File: config.mk
export PLATFORM = sky130hd
export DESIGN_NAME = htd_ctrl
export DESIGN_NICKNAME = d
export VERILOG_FILES = /design/src/rtl/htd_pkg.sv /design/src/rtl/htd_ctrl.sv
export SDC_FILE = /design/constraint.sdc
export NUM_CORES = 1
export LEC_CHECK = 0
export ABC_AREA = 1
export BUFFER_PORTS_ARGS = -buffer_cell sky130_fd_sc_hd__buf_4
export CORE_UTILIZATION = 44
export DETAILED_ROUTE_END_ITERATION = 8
export GPL_ROUTABILITY_DRIVEN = 0
export GPL_TIMING_DRIVEN = 0
export PLACE_DENSITY = 0.77
export RECOVER_POWER = 25
export SYNTH_ARGS = -nofsm -noshare
export SYNTH_HDL_FRONTEND = slang
export SYNTH_SLANG_ARGS = --single-unit
export TNS_END_PERCENT = 1
File: constraint.sdc
create_clock -name clk_i -period 1.69 [get_ports clk_i]
set_input_delay 0.507 -clock clk_i [delete_from_list [all_inputs] [get_ports clk_i]]
set_output_delay 0.507 -clock clk_i [all_outputs]
set_load 0.01 [all_outputs]
File: src/rtl/htd_pkg.sv
// Shared types and constants for the Huffman token decoder.
// No dependencies; htd_ctrl, htd_dp and the top level import this package.
`timescale 1ns / 1ps
`default_nettype none

package htd_pkg;

  localparam int unsigned TREE_NODES_DEF    = 1024;
  localparam int unsigned DICT_BYTES_DEF    = 4096;
  localparam int unsigned MAX_TOKEN_LEN_DEF = 32;

  localparam int unsigned TOKEN_BASE = 128;
  localparam int unsigned ADDR_W     = 12;
  localparam int unsigned VALUE_W    = 16;
  localparam int unsigned IN_DATA_W  = 32;
  localparam int unsigned CHAR_W     = 8;
  localparam int unsigned MOD_CNT_W  = 5;

  typedef enum logic [1:0] {
    ACT_WR_TREE = 2'd0,
    ACT_WR_DICT = 2'd1,
    ACT_START   = 2'd2,
    ACT_DECODE  = 2'd3
  } action_e;

  typedef enum logic [1:0] {
    TSEL_CHILD = 2'd0,
    TSEL_LEFT  = 2'd1,
    TSEL_RIGHT = 2'd2
  } tsel_e;

  typedef enum logic [1:0] {
    OSEL_END  = 2'd0,
    OSEL_CHAR = 2'd1,
    OSEL_DICT = 2'd2
  } osel_e;

  typedef struct packed {
    logic    accept;
    logic    tree_re;
    tsel_e   tree_sel;
    logic    take_node;
    logic    mod_load;
    logic    mod_step;
    logic    set_pos;
    logic    clr_pos;
    logic    set_end;
    logic    dict_start;
    logic    dict_adv;
    logic    cur_first;
    logic    cur_adv;
    logic    emit;
    osel_e   out_sel;
  } cmd_t;

  typedef struct packed {
    logic end_seen;
    logic direct_node;
    logic mod_done;
    logic left_nz;
    logic token_zero;
    logic token_char;
    logic byte_zero;
    logic run_last;
    logic out_free;
  } sts_t;

endpackage

`default_nettype wire

File: src/rtl/htd_ctrl.sv
// Sequencing state machine for the Huffman token decoder.
// Depends on htd_pkg; drives commands into htd_dp and reads its status.
`timescale 1ns / 1ps
`default_nettype none

module htd_ctrl (
  input  wire logic             clk_i,
  input  wire logic             rst_ni,
  input  wire logic             in_valid_i,
  output logic                  in_ready_o,
  input  wire htd_pkg::action_e action_i,
  input  wire htd_pkg::sts_t    sts_i,
  output htd_pkg::cmd_t         cmd_o
);

  import htd_pkg::*;

  typedef enum logic [6:0] {
    S_IDLE   = 7'b0000001,
    S_CHILD  = 7'b0000010,
    S_MOD    = 7'b0000100,
    S_LEFT   = 7'b0001000,
    S_TOKEN  = 7'b0010000,
    S_DFIRST = 7'b0100000,
    S_DNEXT  = 7'b1000000
  } state_e;

  state_e state_q, state_d;
  cmd_t   cmd;

  always_comb begin
    state_d      = state_q;
    cmd          = '0;
    cmd.tree_sel = TSEL_CHILD;
    cmd.out_sel  = OSEL_END;
    in_ready_o   = 1'b0;
    case (state_q)
      S_IDLE: begin
        in_ready_o = 1'b1;
        if (in_valid_i) begin
          cmd.accept = 1'b1;
          if (action_i == ACT_DECODE && !sts_i.end_seen) begin
            cmd.tree_re  = 1'b1;
            cmd.tree_sel = TSEL_CHILD;
            state_d      = S_CHILD;
          end
        end
      end
      S_CHILD: begin
        if (sts_i.direct_node) begin
          cmd.tree_re   = 1'b1;
          cmd.tree_sel  = TSEL_LEFT;
          cmd.take_node = 1'b1;
          state_d       = S_LEFT;
        end else begin
          cmd.mod_load = 1'b1;
          state_d      = S_MOD;
        end
      end
      S_MOD: begin
        if (sts_i.mod_done) begin
          cmd.tree_re   = 1'b1;
          cmd.tree_sel  = TSEL_LEFT;
          cmd.take_node = 1'b1;
          state_d       = S_LEFT;
        end else begin
          cmd.mod_step = 1'b1;
        end
      end
      S_LEFT: begin
        if (sts_i.left_nz) begin
          cmd.set_pos = 1'b1;
          state_d     = S_IDLE;
        end else begin
          cmd.tree_re  = 1'b1;
          cmd.tree_sel = TSEL_RIGHT;
          state_d      = S_TOKEN;
        end
      end
      S_TOKEN: begin
        cmd.clr_pos = 1'b1;
        if (sts_i.token_zero) begin
          if (sts_i.out_free) begin
            cmd.emit    = 1'b1;
            cmd.out_sel = OSEL_END;
            cmd.set_end = 1'b1;
            state_d     = S_IDLE;
          end
        end else if (sts_i.token_char) begin
          if (sts_i.out_free) begin
            cmd.emit    = 1'b1;
            cmd.out_sel = OSEL_CHAR;
            state_d     = S_IDLE;
          end
        end else begin
          cmd.dict_start = 1'b1;
          state_d        = S_DFIRST;
        end
      end
      S_DFIRST: begin
        if (sts_i.byte_zero) begin
          state_d = S_IDLE;
        end else begin
          cmd.cur_first = 1'b1;
          cmd.dict_adv  = 1'b1;
          state_d       = S_DNEXT;
        end
      end
      S_DNEXT: begin
        if (sts_i.out_free) begin
          cmd.emit    = 1'b1;
          cmd.out_sel = OSEL_DICT;
          if (sts_i.run_last || sts_i.byte_zero) begin
            state_d = S_IDLE;
          end else begin
            cmd.cur_adv  = 1'b1;
            cmd.dict_adv = 1'b1;
          end
        end
      end
      default: begin
        state_d = S_IDLE;
      end
    endcase
  end

  always_ff @(posedge clk_i or negedge rst_ni) begin
    if (!rst_ni) begin
      state_q <= S_IDLE;
    end else begin
      state_q <= state_d;
    end
  end

  assign cmd_o = cmd;

`ifndef SYNTH
  a_end_emits: assert property (@(posedge clk_i) disable iff (!rst_ni)
    cmd.set_end |-> cmd.emit && cmd.out_sel == OSEL_END)
    else $error("end flag set without an end beat");

  a_emit_free: assert property (@(posedge clk_i) disable iff (!rst_ni)
    cmd.emit |-> sts_i.out_free)
    else $error("beat issued into a full output register");

  a_inner_done: assert property (@(posedge clk_i) disable iff (!rst_ni)
    (state_q == S_LEFT && sts_i.left_nz) |=> state_q == S_IDLE)
    else $error("inner node did not finish the bit");
`endif

endmodule

`default_nettype wire

Word-level counts from Yosys, hierarchy flattened
Cells that the tools add are included.
{"block": "totals", "wordCells": 62, "output_inout_bits": 18, "regBits": 7, "input_bits": 14}
{"block": "op_classes", "reduce_logical": 4, "muxes": 44, "eq_ne": 13}
{"operator": "7-bit 2-to-1 mux", "n": 9}
{"operator": "7-bit one-hot mux with 7 select lines", "n": 1}
{"operator": "3-bit 2-to-1 mux", "n": 7}
{"operator": "4-bit 2-to-1 mux", "n": 5}
{"operator": "1-bit 2-to-1 mux", "n": 16}
{"operator": "3-bit one-hot mux with 4 select lines", "n": 1}
{"operator": "2-bit inequality test (second input constant)", "n": 5}
{"operator": "7-bit by 1-bit equality test with 1-bit output (second input constant)", "n": 1}
{"operator": "7-bit by 2-bit equality test with 1-bit output (second input constant)", "n": 1}
{"operator": "7-bit by 3-bit equality test with 1-bit output (second input constant)", "n": 1}
{"operator": "7-bit by 4-bit equality test with 1-bit output (second input constant)", "n": 1}
{"operator": "7-bit by 5-bit equality test with 1-bit output (second input constant)", "n": 1}
{"operator": "7-bit by 6-bit equality test with 1-bit output (second input constant)", "n": 1}
{"operator": "7-bit equality test (second input constant)", "n": 1}
{"operator": "3-bit one-hot mux with 2 select lines", "n": 1}
{"operator": "5-bit 2-to-1 mux", "n": 1}
{"operator": "5-bit AND reduction", "n": 1}
{"operator": "1-bit one-hot mux with 2 select lines", "n": 2}
{"operator": "2-bit equality test (second input constant)", "n": 1}
{"operator": "2-bit 2-to-1 mux", "n": 1}
{"operator": "1-bit logical AND", "n": 1}
{"operator": "1-bit zero test", "n": 1}
{"operator": "1-bit logical OR", "n": 1}

Depth between registers and ports, before layout
Gate-level depths: netlist (run 1).
{"block": "logic_depth", "depth_word": 5, "mapped_depth": 9, "depth_no_buf": 9}

Worst setup path after synthesis (run 1)
OpenSTA, ideal clock, no wires.
{"block": "synth_timing", "kind": "reg2out", "start": "reg state_q[2]", "end": "out cmd_o[2] (netlist bit)", "path_buffers": 0, "slack_ns": -0.003, "required_ns": 1.183, "stages_incl_launch_ff": 6, "arrival_ns": 1.186, "path_cell_list": "dfrtp_1 nor2_4 nand2_2 nor2_4 inv_2 o31ai_1"}
{"element": "from (decl)", "line_no": "htd_ctrl.sv:28", "source": "state_e state_q, state_d;"}
{"element": "from (signal assigned)", "line_no": "htd_ctrl.sv:131", "source": "state_q <= state_d;"}
{"element": "to (decl)", "line_no": "htd_ctrl.sv:13", "source": "output htd_pkg::cmd_t cmd_o"}

==> flow_summary.json, run 1 <==
{
  "start_util_pct": 48.7,
  "ant_nets": 0,
  "tightestPinTransition_ns": 0.392,
  "start_kind": "flip-flop",
  "cts_buffers": 3,
  "drt-pass1-iter-count": 4,
  "largest_register_ffs": 7,
  "reg.largest.list": "state_q x7",
  "max_cap_violations": 0,
  "avgSynthCellArea_um2": 6.39,
  "top_register": "state_q",
  "p_clk_share_pct": 12.0,
  "grt_pass1_wl_um": 2640,
  "internal-power_uw": 654,
  "tns_ns": -3.53,
  "r2r_slack_ns": 0.35,
  "combPwrFrac_pct": 65.9,
  "power_switching_uw": 588,
  "finalCriticalPeriod_ns": 2.01,
  "cts-htree-levels": 1,
  "cts_sinks": 7,
  "avgViaCountPerCell": 4.81,
  "num_rows": 13,
  "dieArea_mm2": 0.00165,
  "worst_slack_ns": -0.316,
  "r2r_cells": 8,
  "synth-seq-cells": 7,
  "relSlewSlack_pct": 73.8,
  "syn_nets": 117,
  "portBuffers": 31,
  "hold_viol": 0,
  "antenna_found_initial": 0,
  "clock_skew_ns": 0.00154,
  "n_fill_cell": 105,
  "peakVddDrop_uv": 1110,
  "multiInputGateArea_um2": 447,
  "drv_slew": 0,
  "diodes": 0,
  "detail_route.wl_per_cell_um": 11.3,
  "ctsLongestPathBuffers": 2,
  "p_per_area_mw_per_mm2": 1200,
  "cts_hold_buf": 0,
  "core_mm2": 0.00135,
  "status": "finished with violations",
  "max_freq_mhz": 498,
  "track_usage_pct": 24.6,
  "leakage_uw": 0.000572,
  "crit_type": "flip-flop to output pin",
  "die_x_um": 40.7,
  "synth_area_um2": 658,
  "crit_fanout": 6,
  "synthTopCellsByArea": "dfrtp_1 (23%), inv_1 (13%), nor2_1 (11%)",
  "first_iter_violations": 7,
  "ys_seq_area_share_pct": 26.8,
  "layout_commonest_cell": "buf_4",
  "wirelength_um": 1780,
  "overflow": 0,
  "area_growth_pct": 56.8,
  "regToRegEndpoint": "state_q[5]",
  "critPathArrivalTime_ns": 1.50,
  "dpl_cell_area_um2": 915,
  "yosysUniqueCellTypes": 19,
  "rsz0062_at_grt": "true",
  "p_seq_share_pct": 22.0,
  "dieHeight_um": 40.7,
  "grt_max_degree": 8,
  "mostFrequentLayoutCells": "buf_4 (35), inv_1 (17), nor2_1 (16), nand2_1 (13), inv_2 (9)",
  "r2r-start": "state_q[0]",
  "drive_gt1_share_pct": 53.1,
  "p_sw_share_pct": 47.3,
  "drc": 0,
  "cts_tree": "done",
  "ioPinCount": 32,
  "setup_viol": 18,
  "end_kind": "output pin",
  "dp_slack_ns": -0.173,
  "clk_latency_ns": 0.25,
  "final_nets": 158,
  "regArea_um2": 176,
  "yosys.area.top_type_share_pct": 22.8,
  "violations": "negative setup slack",
  "vias": 760,
  "dp_hpwl_um": 1380,
  "yosysWarnings": 0,
  "synthCells": 103,
  "stdcell_area_mm2": 0.00103,
  "yosys.area.top_type": "dfrtp_1",
  "post-route-period-util_pct": 119,
  "crit_required_ns": 1.18,
  "min_path_type": "input pin to asynchronous set/reset pin",
  "cts_root_buffer": "clkbuf_4",
  "path_clk_slew_ns": 0.05,
  "grt_pass1_vias": 676
}
-- routing by layer --
layer | share of wire [%] | up-vias | GRT usage [%] | wire length [um]
li1 | - | 399 | - | -
met1 | 42 | 337 | 27.1 | 738
met2 | 54 | 22 | 42.1 | 968
met3 | 3.2 | 2 | 6.52 | 57
met4 | 0.79 | 0 | 14.2 | 14
met5 | 0 | - | 0 | 0
-- synthesized netlist by cell type --
library cell / instances
o21ai_0: 3
o31ai_1: 2
nor2_4: 5
o211ai_2: 1
inv_1: 22
a21oi_1: 1
inv_2: 4
nand2_2: 2
nand3_1: 7
nor3_1: 2
a21oi_2: 2
o21ai_2: 2
dfrtp_1: 6
dfstp_2: 1
nand2_1: 17
nand4_1: 1
nor2_2: 2
nand3_2: 3
nor2_1: 20
-- cell families after synthesis --
family	share of synthesized area, %
AO/OA/AOI/OAI	12.5
AND/OR/NAND/NOR	45.8
buffers and inverters	14.8
flip-flops	26.8
-- what timing repair did --
action,in CTS,in global routing
gates resized for setup,12,8
endpoints found under the setup margin,18,18
pin swaps,2,5
setup buffers,2,3
-- critical path, stage by stage, from the launching register on --
cell and delay, ns:
dfrtp_1 0.41, nor2_4 0.18, nand2_4 0.09, nor2_4 0.12, inv_2 0.09, o31ai_2 0.20
buf_4 0.16
-- per-stage QoR --
| step | hold WS (ns) | cells | power (uW) | utilization [%] |
|---|---|---|---|---|
| after detailed placement | 0.323 | 149 | 928 | 67.7 |
| final | 0.139 | 158 | 1240 | 76.5 |
| after global placement | 0.319 | 149 | 906 | 67.7 |
| after floorplan | 0.211 | 103 | 724 | - |
| after global routing | 0.166 | 158 | 1330 | 76.5 |
| after CTS | 0.0573 | 155 | 1150 | 74.0 |
-- area by class of cell --
class	count	area share, %
Multi-Input combinational cell	70	43.3
Tap cell	15	1.82
Inverter	26	9.45
Sequential cell	7	17.1
Clock buffer	4	2.55
Timing Repair Buffer	36	25.8
-- power by group through the flow --
stage / logic (uW) / clock network (uW) / registers, uW
after detailed placement: 652 / 0 / 277
after global routing: 890 / 160 / 278
after CTS: 727 / 152 / 272
after global placement: 634 / 0 / 272
final: 819 / 150 / 274
after floorplan: 456 / 0 / 268
-- worst max path at each step --
stage	start	endpoint	slack (ns)	cells after the start
finish	state_q[2]	cmd_o[2]	-0.32	6
global route	state_q[6]	cmd_o[15]	-0.40	8
CTS	state_q[1]	cmd_o[15]	-0.30	8
detailed placement	state_q[6]	cmd_o[15]	-0.17	8
global placement	state_q[5]	cmd_o[15]	-0.12	8
floorplan	state_q[2]	cmd_o[3]	0.02	7
Power figures use the tool's default switching activity.
==> run 2, diff against run 1 <==
- BUFFER_PORTS_ARGS: -buffer_cell sky130_fd_sc_hd__buf_4 -> default
- CORE_UTILIZATION: 44 -> 45
- DONT_BUFFER_PORTS: default -> 1
- PLACE_DENSITY: 0.77 -> default
- PLACE_DENSITY_LB_ADDON: default -> 0.1
- TNS_END_PERCENT: 1 -> 10
==> flow_summary.json, run 2 (synthesized netlist as in run 1, its figures left out) <==
{
  "largest_register_ffs": 7,
  "drc": 0,
  "crit_required_ns": 1.18,
  "core_mm2": 0.00133,
  "cts_root_buffer": "clkbuf_4",
  "layout_commonest_cell": "inv_1",
  "start_util_pct": 49.3,
  "reg.largest.list": "state_q x7",
  "vias": 660,
  "worst_slack_ns": -0.317,
  "top_register": "state_q",
  "finalCriticalPeriod_ns": 2.01,
  "grt_max_degree": 7,
  "area_growth_pct": 36.5,
  "avgViaCountPerCell": 5.12,
  "setup_viol": 16,
  "dp_slack_ns": -0.0877,
  "overflow": 0,
  "p_seq_share_pct": 24.3,
  "crit_fanout": 4,
  "grt_pass1_wl_um": 2190,
  "ctsLongestPathBuffers": 2,
  "ioPinCount": 32,
  "max_cap_violations": 0,
  "dieHeight_um": 40.2,
  "path_clk_slew_ns": 0.05,
  "power_switching_uw": 572,
  "drive_gt1_share_pct": 48.2,
  "regArea_um2": 176,
  "violations": "negative setup slack",
  "dp_hpwl_um": 1160,
  "combPwrFrac_pct": 62.6,
  "p_sw_share_pct": 50.9,
  "slowest_delay_ns": 0.42,
  "drv_slew": 0,
  "start_kind": "flip-flop",
  "tightestPinTransition_ns": 0.405,
  "p_clk_share_pct": 13.1,
  "cts-htree-levels": 1,
  "detail_route.wl_per_cell_um": 12.9,
  "ant_nets": 0,
  "max_freq_mhz": 498,
  "end_kind": "output pin",
  "crit_type": "flip-flop to output pin",
  "final_nets": 129,
  "die_x_um": 40.2,
  "final_core_util_pct": 67.4,
  "mostFrequentLayoutCells": "inv_1 (16), nand2_1 (13), nor2_1 (11), nor2_4 (10), inv_2 (9)",
  "cts_sinks": 7,
  "internal-power_uw": 552,
  "hold_viol": 0,
  "cts_buffers": 3,
  "status": "finished with violations",
  "diodes": 0,
  "rsz0062_at_grt": "true",
  "n_fill_cell": 115,
  "stdcell_area_um2": 898,
  "wirelength_um": 1660,
  "multiInputGateArea_um2": 522,
  "leakage_uw": 0.000430,
  "power.total_uw": 1120,
  "critPathArrivalTime_ns": 1.50,
  "cp_slowest_cell": "dfrtp_1",
  "post-route-period-util_pct": 119,
  "path_cells": "nor2_4 -> nand2_2 -> nor2_4 -> inv_2 -> o21ai_4 -> inv_2 -> o211ai_2",
  "p_per_area_mw_per_mm2": 1250,
  "peakVddDrop_uv": 884,
  "grt_pass1_vias": 527,
  "clock_skew_ns": 0.000278,
  "drt-pass1-iter-count": 4,
  "dieArea_mm2": 0.00162,
  "clk_latency_ns": 0.24,
  "antenna_found_initial": 0,
  "track_usage_pct": 21.2,
  "relSlewSlack_pct": 72.9,
  "cts_tree": "done",
  "dpl_cell_area_um2": 682,
  "holdWs_ns": 0.105,
  "num_rows": 13,
  "first_iter_violations": 10,
  "min_path_type": "input pin to asynchronous set/reset pin",
  "portBuffers": 0
}
## run 2: cell types whose count changed in the layout (fill, tap and decap cells not counted), sizes merged
cell | before | now
dlygate4sd3 | 0 | 1
clkbuf | 5 | 4
buf | 35 | 6
## run 2: area by class of cell
| class | count | share of cell area, % |
|---|---|---|
| Clock buffer | 4 | 2.92 |
| Inverter | 26 | 11.1 |
| Multi-Input combinational cell | 70 | 58.1 |
| Sequential cell | 7 | 19.6 |
| Tap cell | 15 | 2.09 |
| Timing Repair Buffer | 7 | 6.13 |
## run 2: power groups by stage
stage	clock network (uW)	registers, uW	logic, uW
6_report	147	273	704
5_1_grt	165	279	775
4_1_cts	153	274	617
3_5_place_dp	0	277	536
3_3_place_gp	0	273	528
2_1_floorplan	0	268	456
## run 2: what timing repair did
| item | CTS | global route |
|---|---|---|
| hold buffers | 1 | 0 |
| pin swaps | 3 | 9 |
| hold endpoints to repair | 6 | 0 |
| setup buffers | 1 | 5 |
| setup endpoints to repair | 16 | 16 |
| resized for setup | 23 | 15 |
## run 2: final timing paths
path	startpoint	to	slack, ns	cells after the start
max in group asynchronous	rst_ni	state_q[6]	0.90	1
max	state_q[1]	cmd_o[15]	-0.32	7
max reg2reg	state_q[1]	state_q[5]	0.28	8
min in group clk_i	sts_i[0]	state_q[4]	0.36	1
min	rst_ni	state_q[0]	0.10	0
min reg2reg	state_q[0]	state_q[0]	0.70	4
## run 2: through the flow
| step | TNS (ns) | std cells |
|---|---|---|
| floorplan | 0 | 103 |
| global placement | -0.246 | 118 |
| detailed placement | -0.322 | 118 |
| CTS | -2.57 | 124 |
| global route | -4.37 | 129 |
| finish | -3.12 | 129 |
## run 2: routing by layer
metal / wire length (um) / GRT usage, % / vias to the layer above
met5: 0 / 0 / -
met4: 12 / 12.5 / 0
met3: 63 / 1.67 / 2
met2: 865 / 33.5 / 22
met1: 719 / 28.2 / 292
li1: - / - / 344
## run 2: critical path: cells and delay by family, from the launching register on
| family | cells | cell delay (ns) |
|---|---|---|
| AO/OA/AOI/OAI | 2 | 0.27 |
| AND/OR/NAND/NOR | 3 | 0.44 |
| buffers and inverters | 2 | 0.12 |
| flip-flops | 1 | 0.42 |
